===== src/design/rcl_pkg.sv =====
// ----------------------------------------------------------------------------
// rcl_pkg
// Shared types and constants for the ranked contribution list core.
// ----------------------------------------------------------------------------
package rcl_pkg;

  localparam int unsigned ListDepthDef = 10;

  localparam int unsigned TrackW  = 24;
  localparam int unsigned HitW    = 24;
  localparam int unsigned AmountW = 32;
  localparam int unsigned SumW    = 40;
  localparam int unsigned UsedW   = 5;
  localparam int unsigned FuncW   = 2;

  localparam int unsigned InDataW  = 80;
  localparam int unsigned OutDataW = 208;

  typedef enum logic [FuncW-1:0] {
    FUNC_SIGNAL = 2'd0,
    FUNC_NOISE  = 2'd1,
    FUNC_ELECT  = 2'd2,
    FUNC_CLEAR  = 2'd3
  } func_e;

  typedef struct packed {
    logic load_item;
    logic prep;
    logic update;
    logic load_out;
  } cmd_t;

endpackage


===== src/design/rcl_ctrl.sv =====
// ----------------------------------------------------------------------------
// rcl_ctrl
// Sequencer: capture beat, match/accumulate, list update, result load.
// ----------------------------------------------------------------------------
module rcl_ctrl (
  input  logic        clk_i,
  input  logic        rst_ni,
  input  logic        s_tvalid_i,
  output logic        s_tready_o,
  output logic        m_tvalid_o,
  input  logic        m_tready_i,
  output rcl_pkg::cmd_t cmd_o
);
  import rcl_pkg::*;

  typedef enum logic [1:0] {
    ST_IDLE,
    ST_PREP,
    ST_UPD,
    ST_FIN
  } state_e;

  state_e state_q, state_d;
  logic   m_tvalid_q, m_tvalid_d;
  logic   out_free;

  assign out_free = !m_tvalid_q || m_tready_i;

  always_comb begin
    state_d    = state_q;
    m_tvalid_d = m_tvalid_q && !m_tready_i;
    cmd_o      = '0;
    s_tready_o = 1'b0;
    case (state_q)
      ST_IDLE: begin
        s_tready_o = 1'b1;
        if (s_tvalid_i) begin
          cmd_o.load_item = 1'b1;
          state_d         = ST_PREP;
        end
      end
      ST_PREP: begin
        cmd_o.prep = 1'b1;
        state_d    = ST_UPD;
      end
      ST_UPD: begin
        cmd_o.update = 1'b1;
        state_d      = ST_FIN;
      end
      ST_FIN: begin
        if (out_free) begin
          cmd_o.load_out = 1'b1;
          m_tvalid_d     = 1'b1;
          s_tready_o     = 1'b1;
          if (s_tvalid_i) begin
            cmd_o.load_item = 1'b1;
            state_d         = ST_PREP;
          end else begin
            state_d = ST_IDLE;
          end
        end
      end
      default: begin
        state_d = ST_IDLE;
      end
    endcase
  end

  always_ff @(posedge clk_i or negedge rst_ni) begin
    if (!rst_ni) begin
      state_q    <= ST_IDLE;
      m_tvalid_q <= 1'b0;
    end else begin
      state_q    <= state_d;
      m_tvalid_q <= m_tvalid_d;
    end
  end

  assign m_tvalid_o = m_tvalid_q;

endmodule


===== src/design/rcl_dpath.sv =====
// ----------------------------------------------------------------------------
// rcl_dpath
// Sorted entry list with compare-shift slots, saturating totals and the
// result register.
// ----------------------------------------------------------------------------
module rcl_dpath #(
  parameter int unsigned LIST_DEPTH = rcl_pkg::ListDepthDef
) (
  input  logic                                clk_i,
  input  logic                                rst_ni,
  input  rcl_pkg::cmd_t                       cmd_i,
  input  logic [rcl_pkg::FuncW-1:0]           func_i,
  input  logic [rcl_pkg::TrackW-1:0]          track_i,
  input  logic [rcl_pkg::HitW-1:0]            hit_i,
  input  logic signed [rcl_pkg::AmountW-1:0]  amount_i,
  output logic                                top_valid_o,
  output logic [rcl_pkg::TrackW-1:0]          top_track_o,
  output logic [rcl_pkg::HitW-1:0]            top_hit_o,
  output logic signed [rcl_pkg::AmountW-1:0]  top_amount_o,
  output logic [rcl_pkg::UsedW-1:0]           used_entries_o,
  output logic signed [rcl_pkg::SumW-1:0]     total_signal_o,
  output logic signed [rcl_pkg::SumW-1:0]     noise_sum_o,
  output logic signed [rcl_pkg::SumW-1:0]     elect_sum_o
);
  import rcl_pkg::*;

  localparam int unsigned CntW = $clog2(LIST_DEPTH + 1);
  localparam logic [CntW-1:0] Full = CntW'(LIST_DEPTH);

  function automatic logic signed [AmountW-1:0] sat_add_amt(
    input logic signed [AmountW-1:0] a,
    input logic signed [AmountW-1:0] b
  );
    logic signed [AmountW:0] s;
    s = (AmountW+1)'(a) + (AmountW+1)'(b);
    if (s[AmountW] != s[AmountW-1]) begin
      sat_add_amt = {s[AmountW], {(AmountW-1){~s[AmountW]}}};
    end else begin
      sat_add_amt = s[AmountW-1:0];
    end
  endfunction

  function automatic logic signed [SumW-1:0] sat_add_sum(
    input logic signed [SumW-1:0]    a,
    input logic signed [AmountW-1:0] b
  );
    logic signed [SumW:0] s;
    s = (SumW+1)'(a) + (SumW+1)'(b);
    if (s[SumW] != s[SumW-1]) begin
      sat_add_sum = {s[SumW], {(SumW-1){~s[SumW]}}};
    end else begin
      sat_add_sum = s[SumW-1:0];
    end
  endfunction

  // item registers
  func_e                     func_q;
  logic [TrackW-1:0]         itrk_q;
  logic [HitW-1:0]           ihit_q;
  logic signed [AmountW-1:0] iamt_q;

  // match stage
  logic [LIST_DEPTH-1:0]     match_q, match_d;
  logic                      found_q;
  logic signed [AmountW-1:0] acc_q, acc_d;
  logic [HitW-1:0]           acc_hit_q, acc_hit_d;
  logic signed [AmountW-1:0] mamt;

  // list and totals
  logic [TrackW-1:0]         trk_q [LIST_DEPTH];
  logic [HitW-1:0]           hit_q [LIST_DEPTH];
  logic signed [AmountW-1:0] amt_q [LIST_DEPTH];
  logic [TrackW-1:0]         trk_d [LIST_DEPTH];
  logic [HitW-1:0]           hit_d [LIST_DEPTH];
  logic signed [AmountW-1:0] amt_d [LIST_DEPTH];
  logic [CntW-1:0]           cnt_q, cnt_d;
  logic signed [SumW-1:0]    sig_q, sig_d, noi_q, noi_d, ele_q, ele_d;
  logic                      list_we;

  // update stage
  logic signed [AmountW-1:0] ins_amt;
  logic [HitW-1:0]           ins_hit;
  logic [LIST_DEPTH-1:0]     lt_m, ahead;
  logic                      lt_acc, do_ins;
  logic [CntW-1:0]           pos;
  logic [TrackW-1:0]         oth_trk [LIST_DEPTH];
  logic [HitW-1:0]           oth_hit [LIST_DEPTH];
  logic signed [AmountW-1:0] oth_amt [LIST_DEPTH];
  logic [TrackW-1:0]         dn_trk [LIST_DEPTH];
  logic [HitW-1:0]           dn_hit [LIST_DEPTH];
  logic signed [AmountW-1:0] dn_amt [LIST_DEPTH];

  // result register
  logic                      out_vld_q;
  logic [TrackW-1:0]         out_trk_q;
  logic [HitW-1:0]           out_hit_q;
  logic signed [AmountW-1:0] out_amt_q;
  logic [UsedW-1:0]          out_used_q;
  logic signed [SumW-1:0]    out_sig_q, out_noi_q, out_ele_q;

  always_ff @(posedge clk_i) begin
    if (cmd_i.load_item) begin
      func_q <= func_e'(func_i);
      itrk_q <= track_i;
      ihit_q <= hit_i;
      iamt_q <= amount_i;
    end
  end

  // track match and accumulate
  always_comb begin
    mamt      = '0;
    acc_hit_d = '0;
    for (int k = 0; k < LIST_DEPTH; k++) begin
      match_d[k] = (CntW'(k) < cnt_q) && (trk_q[k] == itrk_q);
      if (match_d[k]) begin
        mamt      = mamt | amt_q[k];
        acc_hit_d = acc_hit_d | hit_q[k];
      end
    end
    acc_d = sat_add_amt(mamt, iamt_q);
  end

  always_ff @(posedge clk_i) begin
    if (cmd_i.prep) begin
      match_q   <= match_d;
      found_q   <= |match_d;
      acc_q     <= acc_d;
      acc_hit_q <= acc_hit_d;
    end
  end

  // placement: drop the matched slot, rank the new value among the rest
  always_comb begin
    ins_amt = found_q ? acc_q : iamt_q;
    ins_hit = found_q ? acc_hit_q : ihit_q;
    lt_acc  = !found_q;
    for (int j = LIST_DEPTH - 1; j >= 0; j--) begin
      lt_m[j] = lt_acc;
      lt_acc  = lt_acc | match_q[j];
    end
    for (int j = 0; j < LIST_DEPTH; j++) begin
      ahead[j] = (CntW'(j) < cnt_q) && !match_q[j] &&
                 ((amt_q[j] > ins_amt) || ((amt_q[j] == ins_amt) && lt_m[j]));
    end
    pos    = CntW'($countones(ahead));
    do_ins = found_q || (cnt_q != Full) || (ins_amt > amt_q[LIST_DEPTH-1]);

    for (int k = 0; k < LIST_DEPTH - 1; k++) begin
      oth_trk[k] = lt_m[k] ? trk_q[k] : trk_q[k+1];
      oth_hit[k] = lt_m[k] ? hit_q[k] : hit_q[k+1];
      oth_amt[k] = lt_m[k] ? amt_q[k] : amt_q[k+1];
    end
    oth_trk[LIST_DEPTH-1] = trk_q[LIST_DEPTH-1];
    oth_hit[LIST_DEPTH-1] = hit_q[LIST_DEPTH-1];
    oth_amt[LIST_DEPTH-1] = amt_q[LIST_DEPTH-1];

    dn_trk[0] = oth_trk[0];
    dn_hit[0] = oth_hit[0];
    dn_amt[0] = oth_amt[0];
    for (int k = 1; k < LIST_DEPTH; k++) begin
      dn_trk[k] = oth_trk[k-1];
      dn_hit[k] = oth_hit[k-1];
      dn_amt[k] = oth_amt[k-1];
    end

    for (int k = 0; k < LIST_DEPTH; k++) begin
      if (CntW'(k) < pos) begin
        trk_d[k] = oth_trk[k];
        hit_d[k] = oth_hit[k];
        amt_d[k] = oth_amt[k];
      end else if (CntW'(k) == pos) begin
        trk_d[k] = itrk_q;
        hit_d[k] = ins_hit;
        amt_d[k] = ins_amt;
      end else begin
        trk_d[k] = dn_trk[k];
        hit_d[k] = dn_hit[k];
        amt_d[k] = dn_amt[k];
      end
    end
  end

  always_comb begin
    cnt_d   = cnt_q;
    sig_d   = sig_q;
    noi_d   = noi_q;
    ele_d   = ele_q;
    list_we = 1'b0;
    case (func_q)
      FUNC_SIGNAL: begin
        sig_d   = sat_add_sum(sig_q, iamt_q);
        list_we = do_ins;
        if (do_ins && !found_q && (cnt_q != Full)) begin
          cnt_d = cnt_q + CntW'(1);
        end
      end
      FUNC_NOISE: begin
        noi_d = sat_add_sum(noi_q, iamt_q);
      end
      FUNC_ELECT: begin
        ele_d = sat_add_sum(ele_q, iamt_q);
      end
      FUNC_CLEAR: begin
        cnt_d = '0;
        sig_d = '0;
        noi_d = '0;
        ele_d = '0;
      end
      default: begin
        cnt_d = cnt_q;
      end
    endcase
  end

  always_ff @(posedge clk_i or negedge rst_ni) begin
    if (!rst_ni) begin
      cnt_q <= '0;
      sig_q <= '0;
      noi_q <= '0;
      ele_q <= '0;
    end else if (cmd_i.update) begin
      cnt_q <= cnt_d;
      sig_q <= sig_d;
      noi_q <= noi_d;
      ele_q <= ele_d;
    end
  end

  always_ff @(posedge clk_i) begin
    if (cmd_i.update && list_we) begin
      for (int k = 0; k < LIST_DEPTH; k++) begin
        trk_q[k] <= trk_d[k];
        hit_q[k] <= hit_d[k];
        amt_q[k] <= amt_d[k];
      end
    end
  end

  always_ff @(posedge clk_i) begin
    if (cmd_i.load_out) begin
      out_vld_q  <= (cnt_q != '0);
      out_trk_q  <= (cnt_q != '0) ? trk_q[0] : '0;
      out_hit_q  <= (cnt_q != '0) ? hit_q[0] : '0;
      out_amt_q  <= (cnt_q != '0) ? amt_q[0] : '0;
      out_used_q <= UsedW'(cnt_q);
      out_sig_q  <= sig_q;
      out_noi_q  <= noi_q;
      out_ele_q  <= ele_q;
    end
  end

  assign top_valid_o    = out_vld_q;
  assign top_track_o    = out_trk_q;
  assign top_hit_o      = out_hit_q;
  assign top_amount_o   = out_amt_q;
  assign used_entries_o = out_used_q;
  assign total_signal_o = out_sig_q;
  assign noise_sum_o    = out_noi_q;
  assign elect_sum_o    = out_ele_q;

endmodule


===== src/design/ranked_contribution_list_core.sv =====
// ----------------------------------------------------------------------------
// ranked_contribution_list_core
// Per-cell contribution list kept in descending amount order, plus
// saturating signal, noise and post-electronics totals.
// ----------------------------------------------------------------------------
//  channel   dir  tdata                               tuser
//  s_axis    in   track, hit, amount (80 b)           func (2 b)
//  m_axis    out  top_track, top_hit, top_amount,     top_valid (1 b)
//                 used_entries, total_signal,
//                 noise_sum, elect_sum (208 b)
//
//  One beat in, one beat out. The result is ready after the match/accumulate,
//  list compare-shift and result-load steps; the next beat is taken in the
//  result-load cycle, so no beat is taken while the last is still in work.
//  The list is updated at most once per signal beat, in a single compare-shift
//  across all slots. Reset empties the list and zeroes the totals.
//  An output stall holds the core in its result-load cycle.
// ----------------------------------------------------------------------------
module ranked_contribution_list_core #(
  parameter int unsigned LIST_DEPTH = rcl_pkg::ListDepthDef
) (
  input  logic                           clk_i,
  input  logic                           rst_ni,
  input  logic                           s_axis_tvalid,
  output logic                           s_axis_tready,
  input  logic [rcl_pkg::InDataW-1:0]    s_axis_tdata,  // track, hit, amount
  input  logic [rcl_pkg::FuncW-1:0]      s_axis_tuser,  // func
  output logic                           m_axis_tvalid,
  input  logic                           m_axis_tready,
  // top_track, top_hit, top_amount, used_entries, total_signal, noise_sum,
  // elect_sum, zero pad
  output logic [rcl_pkg::OutDataW-1:0]   m_axis_tdata,
  output logic                           m_axis_tuser   // top_valid
);
  import rcl_pkg::*;

  cmd_t                      cmd;
  logic                      top_valid;
  logic [TrackW-1:0]         top_track;
  logic [HitW-1:0]           top_hit;
  logic signed [AmountW-1:0] top_amount;
  logic [UsedW-1:0]          used_entries;
  logic signed [SumW-1:0]    total_signal, noise_sum, elect_sum;

  rcl_ctrl u_ctrl (
    .clk_i      (clk_i),
    .rst_ni     (rst_ni),
    .s_tvalid_i (s_axis_tvalid),
    .s_tready_o (s_axis_tready),
    .m_tvalid_o (m_axis_tvalid),
    .m_tready_i (m_axis_tready),
    .cmd_o      (cmd)
  );

  rcl_dpath #(
    .LIST_DEPTH (LIST_DEPTH)
  ) u_dpath (
    .clk_i          (clk_i),
    .rst_ni         (rst_ni),
    .cmd_i          (cmd),
    .func_i         (s_axis_tuser),
    .track_i        (s_axis_tdata[23:0]),
    .hit_i          (s_axis_tdata[47:24]),
    .amount_i       (s_axis_tdata[79:48]),
    .top_valid_o    (top_valid),
    .top_track_o    (top_track),
    .top_hit_o      (top_hit),
    .top_amount_o   (top_amount),
    .used_entries_o (used_entries),
    .total_signal_o (total_signal),
    .noise_sum_o    (noise_sum),
    .elect_sum_o    (elect_sum)
  );

  assign m_axis_tdata = {3'b000, elect_sum, noise_sum, total_signal, used_entries,
                         top_amount, top_hit, top_track};
  assign m_axis_tuser = top_valid;

`ifndef ASSERT_OFF
  a_busy_after_accept: assert property (@(posedge clk_i) disable iff (!rst_ni)
    (s_axis_tvalid && s_axis_tready) |=> !s_axis_tready)
    else $error("core took a beat while still working on the previous one");

  a_top_valid_count: assert property (@(posedge clk_i) disable iff (!rst_ni)
    m_axis_tvalid |-> (m_axis_tuser == (m_axis_tdata[84:80] != 5'd0)))
    else $error("top_valid disagrees with used_entries");

  a_empty_top_zero: assert property (@(posedge clk_i) disable iff (!rst_ni)
    (m_axis_tvalid && !m_axis_tuser) |-> (m_axis_tdata[79:0] == 80'd0))
    else $error("empty list reports a nonzero top entry");

  a_used_bound: assert property (@(posedge clk_i) disable iff (!rst_ni)
    m_axis_tvalid |-> (m_axis_tdata[84:80] <= UsedW'(LIST_DEPTH)))
    else $error("used_entries beyond list depth");
`endif

endmodule


===== config.mk =====
export PLATFORM = sky130hd
export DESIGN_NAME = ranked_contribution_list_core
export DESIGN_NICKNAME = d
export VERILOG_FILES = /design/src/design/rcl_pkg.sv /design/src/design/rcl_ctrl.sv /design/src/design/rcl_dpath.sv /design/src/design/ranked_contribution_list_core.sv
export SDC_FILE = /design/constraint.sdc
export NUM_CORES = 2
export LEC_CHECK = 0
export BUFFER_PORTS_ARGS = -buffer_cell sky130_fd_sc_hd__buf_2
export CAP_MARGIN = 20
export CORE_UTILIZATION = 53
export CTS_CLUSTER_DIAMETER = 40
export DETAILED_ROUTE_END_ITERATION = 6
export GPL_ROUTABILITY_DRIVEN = 1
export GPL_TIMING_DRIVEN = 1
export PLACE_DENSITY = 0.7
export REMOVE_ABC_BUFFERS = 1
export SLEW_MARGIN = 20
export SYNTH_ARGS = -nofsm -noshare
export SYNTH_HDL_FRONTEND = slang
export SYNTH_HIERARCHICAL = 1
export SYNTH_SLANG_ARGS = --single-unit

===== constraint.sdc =====
create_clock -name clk_i -period 84.3 [get_ports clk_i]
set_clock_uncertainty 0.05 [all_clocks]
set_input_delay 8.43 -clock clk_i [delete_from_list [all_inputs] [get_ports clk_i]]
set_output_delay 8.43 -clock clk_i [all_outputs]
set_load 0.05 [all_outputs]

== Word-level counts from Yosys, hierarchy flattened ==
Memories as Yosys holds them, arrays and structs flattened.
Cells that the tools add are included.
Widths: inputs -> output; s select.

* Register bits after elaboration: 481
* Latch bits: 0
* Bits in writable memories: 800
* Memory bits (read-only): 0
* Input port bits: 86
* Output and inout port bits: 211
* Word-level logic and storage cells: 362
* Memories kept: 3

* $add $sub $neg: 14
* Multipliers: 0
* Divide/modulo/power cells: 0
* $lt $le $gt $ge: 31
* Equal/unequal tests: 43
* Shifts and indexed selects: 0
* Muxes and demuxes: 135
* Bitwise gates (word level): 31
* Reductions and logical operators: 83

{| class="wikitable"
|+ Memory list
! memory !! depth !! width !! read ports !! clocked after Yosys merged registers in !! wr ports !! RTL line !! source
|-
| u_dpath.amt_q || 10 || 32 || 10 || 0 || 10 || rcl_dpath.sv:72 || <nowiki>logic signed [AmountW-1:0] amt_q [LIST_DEPTH];</nowiki>
|-
| u_dpath.hit_q || 10 || 24 || 10 || 0 || 10 || rcl_dpath.sv:71 || <nowiki>logic [HitW-1:0] hit_q [LIST_DEPTH];</nowiki>
|-
| u_dpath.trk_q || 10 || 24 || 10 || 0 || 10 || rcl_dpath.sv:70 || <nowiki>logic [TrackW-1:0] trk_q [LIST_DEPTH];</nowiki>
|}

{| class="wikitable"
|+ Operators by type and width
! kind !! number
|-
| $mux 24 || 69
|-
| $mux 32 || 41
|-
| $gt 32x32->1 || 11
|-
| $eq 32x32->1 || 10
|-
| $or 32x32->32 || 9
|-
| $eq 24x24->1 || 10
|-
| $pmux 40 s2 || 3
|-
| $or 24x24->24 || 9
|-
| $add 40x32->41 || 3
|-
| $mux 40 || 3
|-
| $logic_and 1x1->1 || 44
|-
| $add 32x32->33 || 1
|-
| $lt 3x4->1 const A || 8
|-
| $add 4x4->4 || 4
|-
| $eq 3x4->1 const A || 4
|-
| $lt 1x4->1 const A || 4
|-
| $lt 2x4->1 const A || 4
|-
| $lt 4x4->1 const A || 4
|-
| $logic_not 1->1 || 13
|-
| $logic_or 1x1->1 || 13
|-
| $mux 1 || 12
|-
| $add 1x1->2 || 5
|-
| $reduce_or 10->1 || 1
|-
| $or 1x1->1 || 9
|-
| other kinds (22) || 43
|}

== Longest topological paths before layout ==
An unclocked memory read counts as a cell.

* Depth in word-level cells: 25
* Mapped depth: 34
* Gate-level depth less buffers: 29

== Cells and area by module ==
Netlist, hierarchy kept.

{| class="wikitable"
|+ Modules (own cells, without submodules)
! module !! instances !! cells each !! area an instance (sq um) !! seq. area each (sq um)
|-
| rcl_dpath || 1 || 8134 || 83797.9 || 37756.2
|-
| rcl_ctrl || 1 || 23 || 235.2 || 75.1
|-
| ranked_contribution_list_core || 1 || 4 || 26.3 || 0.0
|}

== Worst setup path after synthesis ==
No wires, ideal clock.

* Kind: register to register
* Start: register u_dpath.found_q
* End: memory u_dpath.amt_q[0][0], enable pin
* Library setup time: 1.827 ns
* Arrival: 33.849 ns
* Path slack: 48.575 ns
* Stages on the path, launching flop included: 16
* Cell sequence: edfxtp_1 > clkbuf_1 > buf_1 > mux2i_1 > clkinv_1 > ha_1 > a21o_1 > a21o_1 > a21o_1 > a21o_1 > a21o_1 > a211oi_1 > o211ai_1 > mux2_2 > a211oi_1 > nor2_1

{| class="wikitable"
|+ RTL lines
! what !! RTL line !! source
|-
| from (decl) || rcl_dpath.sv:64 || <nowiki>logic found_q;</nowiki>
|-
| from (signal assigned) || rcl_dpath.sv:127 || <nowiki>found_q <= |match_d;</nowiki>
|-
| to (decl) || rcl_dpath.sv:72 ||
|}

== Worst setup path in the final report ==
* Start: input port m_axis_tready
* End: output port s_axis_tready

* Word-level cells in the longest chain between the ends: 3

{| class="wikitable"
|+ RTL lines
! what !! RTL line !! source
|-
| from (decl) || ranked_contribution_list_core.sv:29 || <nowiki>input logic m_axis_tready,</nowiki>
|-
| $logic_or 1x1->1 || rcl_ctrl.sv:27 || <nowiki>assign out_free = !m_tvalid_q || m_tready_i;</nowiki>
|-
| $mux 1 || rcl_ctrl.sv:51 || <nowiki>if (out_free) begin</nowiki>
|-
| $pmux 1 s2 || rcl_ctrl.sv:34 || <nowiki>case (state_q)</nowiki>
|-
| to (decl) || ranked_contribution_list_core.sv:25 || <nowiki>output logic s_axis_tready,</nowiki>
|}

Every way passes these cells.

==> results list <==
- Final weighted congestion in routability-driven placement: 0.988
- End point of the worst hold path: u_dpath/elect_sum_o[35]
- Std-Cell Core Area: 0.157 mm²
- The initial utilization of the core area, before any placement, comes to 53.6%.
- Setup repair after global routing left no endpoint under its margin.
- The detailed router finished its first iteration with 9025 violations.
- Post-route design area: 0.0955 mm²
- Post-Synthesis Mean Instance Area: 10.3 µm²
- Among all flip-flop cells after synthesis, the most frequent one is edfxtp_1.
- Via count: 70800
- Number of slew-limit violations in the final report: 0
- Top cell type's share of synthesized area: about two fifths
* CTS tree: built
- Wire length per cell after detailed routing: 27.2 µm
- Clock-pin slew was measured on the worst setup and hold paths at approximately 50 ps.
- Peak supply drop: approximately 0.038 mV
- Count of different cell masters after synthesis: 90
* Minimum period implied by the final worst setup slack: 17700 ps
- Counting flops with an async set or reset pin after synthesis yields a share of 9.91%.
- Once detailed placement completed, the half-perimeter wirelength came to 182 mm.
- Count of buffers added by post-CTS timing repair for setup: 0
- Clock latency at the later pin of the worst-skew pair: 880 ps
- Number of gates resized after cts: 0
- Across the run, the number of max-cap violations was 0.
- Count of port buffers added during placement: roughly 290
- Cell count after synthesis: about 8000
- Violated checks: DRC
- In this run the critical register-to-register path is captured at u_dpath/amt_q[3][20].
* Area of the die: 0.160 mm²
* Sequential element share of the synthesized area: between 40 and 50%
* Class of the tightest hold or removal check: reg2reg
* Detailed-route DRC error count: 9
- The worst register-to-register path has a setup slack of about 73000 ps.
- Combined area of all synthesized cells: 0.0841 mm²
- For the pin with the worst max-slew slack, the measured transition is between 1000 and 1500 ps.
* Overflow after GRT: 0
- The floorplan step set the die height to around 400 µm.
* Hold Path Cell Cnt: 0
* Die Width: 400 µm
- Leak Pwr: 35.1 nW
* Critical Path Source Type: primary input
- The synthesized design contains 1154 enable-type register cells.
* Number of vias per cell after detailed routing: 6.72
* Required time worst endpoint: 75820 ps
- The final critical path takes up 21.0% of the cycle.
- Upper clock frequency limit: 56.5 MHz
- Layout overhead on the synthesized area: 13.6%
- Pin count of the biggest net entering global routing: 182
- Cell area after placement: 0.0875 mm²
- Clock Root Buffer: clkbuf_16
- The biggest area contributor in the post-synthesis netlist is edfxtp_1.
* Final WS setup: 66600 ps
* Clock buffer depth: 3
* Maximum level of the CTS H-tree: 4
- The number of placed instances, taps included, is 10100.
- Category of the worst setup path capture point: output port
* Number of global-route vias before repair: a little under 70000
* Final hold violation count: 0
* Startpoint of the worst hold path: u_dpath/ele_q[35]
- Ports: 297
* Setup TNS Final: 0 ps
- Hold Worst Slack: 432 ps
- The design draws 3.56 mW.
- Number of antenna violations at the first check in global routing: 5
* Number of nets in the final layout: between 8000 and 9000
* Cts-stage hold buffer count: 0
- Gr usage total: around 35%
* Number of cell instances on the worst register-to-register path: 25
- Share of cells above drive strength 1: 12.0%
- The flow ran to the end, but the final reports show violations.
- In this run the core area contains 145 standard-cell rows.
* CTS buffer count: 222
* Critical path fanouts, max: 3
- In this run the critical register-to-register path is launched from u_dpath/found_q.
- For this run, the number of standard cells in the final layout without fillers is 10500.
- TritonCTS Sinks: between 1000 and 1500
* First-pass GRT wire length: 426 mm
- Yosys printed 6 warnings.
- OpenSTA, run right after detailed placement, puts the worst setup slack at 66600 ps.
* Area contributors post-synth: edfxtp_1 (41%), mux2i_1 (9.5%), ha_1 (7.2%)
* Headroom to the max-slew limit: a little under a fifth
* Number of nets with antenna violations after detailed routing: 0
- Power density over the cells: 37.3 mW/mm²
- The pre-antenna-repair detailed-routing pass consisted of 7 iterations.
- Setup violations remaining at the end of the flow were counted as 0.
- Post-layout utilization of the core: 60.9%
* Class of the most critical setup path: in2out
- Data arrives at the worst endpoint at 9220 ps.
- For this block, the routed nets add up to ~290 mm of wire.
- Total of flip-flops plus latches after synthesis: roughly 1300
synthesized netlist by cell type, types with 12 or more instances:
cell / instances
a221oi_1: 63
a31oi_1: 22
o21ai_1: 28
nor4_1: 55
buf_4: 20
and2_1: 93
a22o_1: 112
mux2_2: 81
and3_1: 19
o21bai_1: 18
a21o_1: 173
nor3_1: 40
o221ai_1: 244
nand4_1: 161
mux2i_1: 801
xor2_1: 214
xnor2_1: 166
a211oi_1: 41
ha_1: 486
o31ai_1: 63
nor2b_1: 49
clkinv_1: 30
buf_1: 83
dfrtp_1: 127
a22oi_1: 171
edfxtp_1: 1154
nand2b_1: 27
inv_1: 138
nor2_1: 719
nand3_1: 60
o21ai_0: 285
nand2_1: 698
o21a_1: 51
or3_1: 12
buf_2: 26
o211ai_1: 185
a21oi_1: 807
clkbuf_1: 446
a221o_1: 43
worst max-delay path, cell delays in order:
cell      delay (ps)
buf_2            100
nand2b_1         170
a21oi_1          240
nor2_1            70
buf_2            210
layout by cell type, fill, tap and decap left out, types with 81 or more instances in the layout:
cell type / n
edfxtp_1: 1154
a21oi_1: 806
mux2i_1: 801
nor2_1: 714
nand2_1: 692
ha_1: 484
buf_2: 292
o21ai_0: 284
o221ai_1: 244
clkbuf_16: 222
xor2_1: 214
o211ai_1: 185
a21o_1: 173
a22oi_1: 171
buf_4: 166
xnor2_1: 163
nand4_1: 161
inv_1: 137
dfrtp_1: 127
a22o_1: 112
and2_1: 91
mux2_2: 81
kinds of logic (layout without fill, tap and decap cells):
group           count (synthesis)  in the layout  share of synthesized area [%]
compound gates               2387           2387                           18.9
xor+xnor                      380            380                           3.96
fa+ha+maj                     506            506                           7.59
buf+inv                       745           1051                           3.47
flops                        1281           1281                           45.0
mux                           882            882                           10.6
other cells                     2             10                        0.00893
simple gates                 1978           1978                           10.4
sequential cells by signal (all words and copies together) (netlist names), 24 cells and up:
name and flops:
u_dpath/top_hit_o 24, u_dpath/noi_q 40, u_dpath/sig_q 40, u_dpath/ihit_q 24, u_dpath/iamt_q 32, u_dpath/trk_q 240, u_dpath/noise_sum_o 40, u_dpath/top_amount_o 32
u_dpath/amt_q 320, u_dpath/hit_q 240, u_dpath/itrk_q 24, u_dpath/top_track_o 24, u_dpath/acc_q 32, u_dpath/total_signal_o 40, u_dpath/acc_hit_q 24, u_dpath/ele_q 40
u_dpath/elect_sum_o 40
area by class of cell:
class                           instances  area (µm²)
Antenna cell                            6        15.0
Clock buffer                          248        5750
Clock inverter                        170        2170
Fill cell                           12800       61300
Inverter                              168         632
Multi-Input combinational cell       6137       43600
Sequential cell                      1281       37800
Tap cell                             2058        2570
Timing Repair Buffer                  465        2850
report_power, final:
group	internal, mW	leakage, nW	switching, mW	total (mW)
Combinational	0.540	19.1	1.03	1.57
Sequential	0.919	12.2	0.112	1.03
Clock	0.595	3.77	0.355	0.951
Total	2.05	35.1	1.50	3.56
worst max path at each step:
stage,startpoint,to,slack (ps),cells after the start
3_5_place_dp,m_axis_tready,s_axis_tready,66600,5
5_1_grt,m_axis_tready,s_axis_tready,66530,5
2_1_floorplan,u_dpath/found_q,u_dpath/amt_q[7][10],37810,16
4_1_cts,m_axis_tready,s_axis_tready,66600,5
6_report,m_axis_tready,s_axis_tready,66600,5
3_3_place_gp,m_axis_tready,s_axis_tready,66570,5
per-layer routing:
metal | wire length (µm) | track usage (%) | part of all wire [%]
met1 | 111000 | 45.4 | 39
met2 | 129000 | 54.4 | 45
met3 | 31100 | 6.94 | 11
met4 | 15400 | 17.2 | 5.4
met5 | 20 | 0 | 0.0070
(Power assumes the default switching activity.)
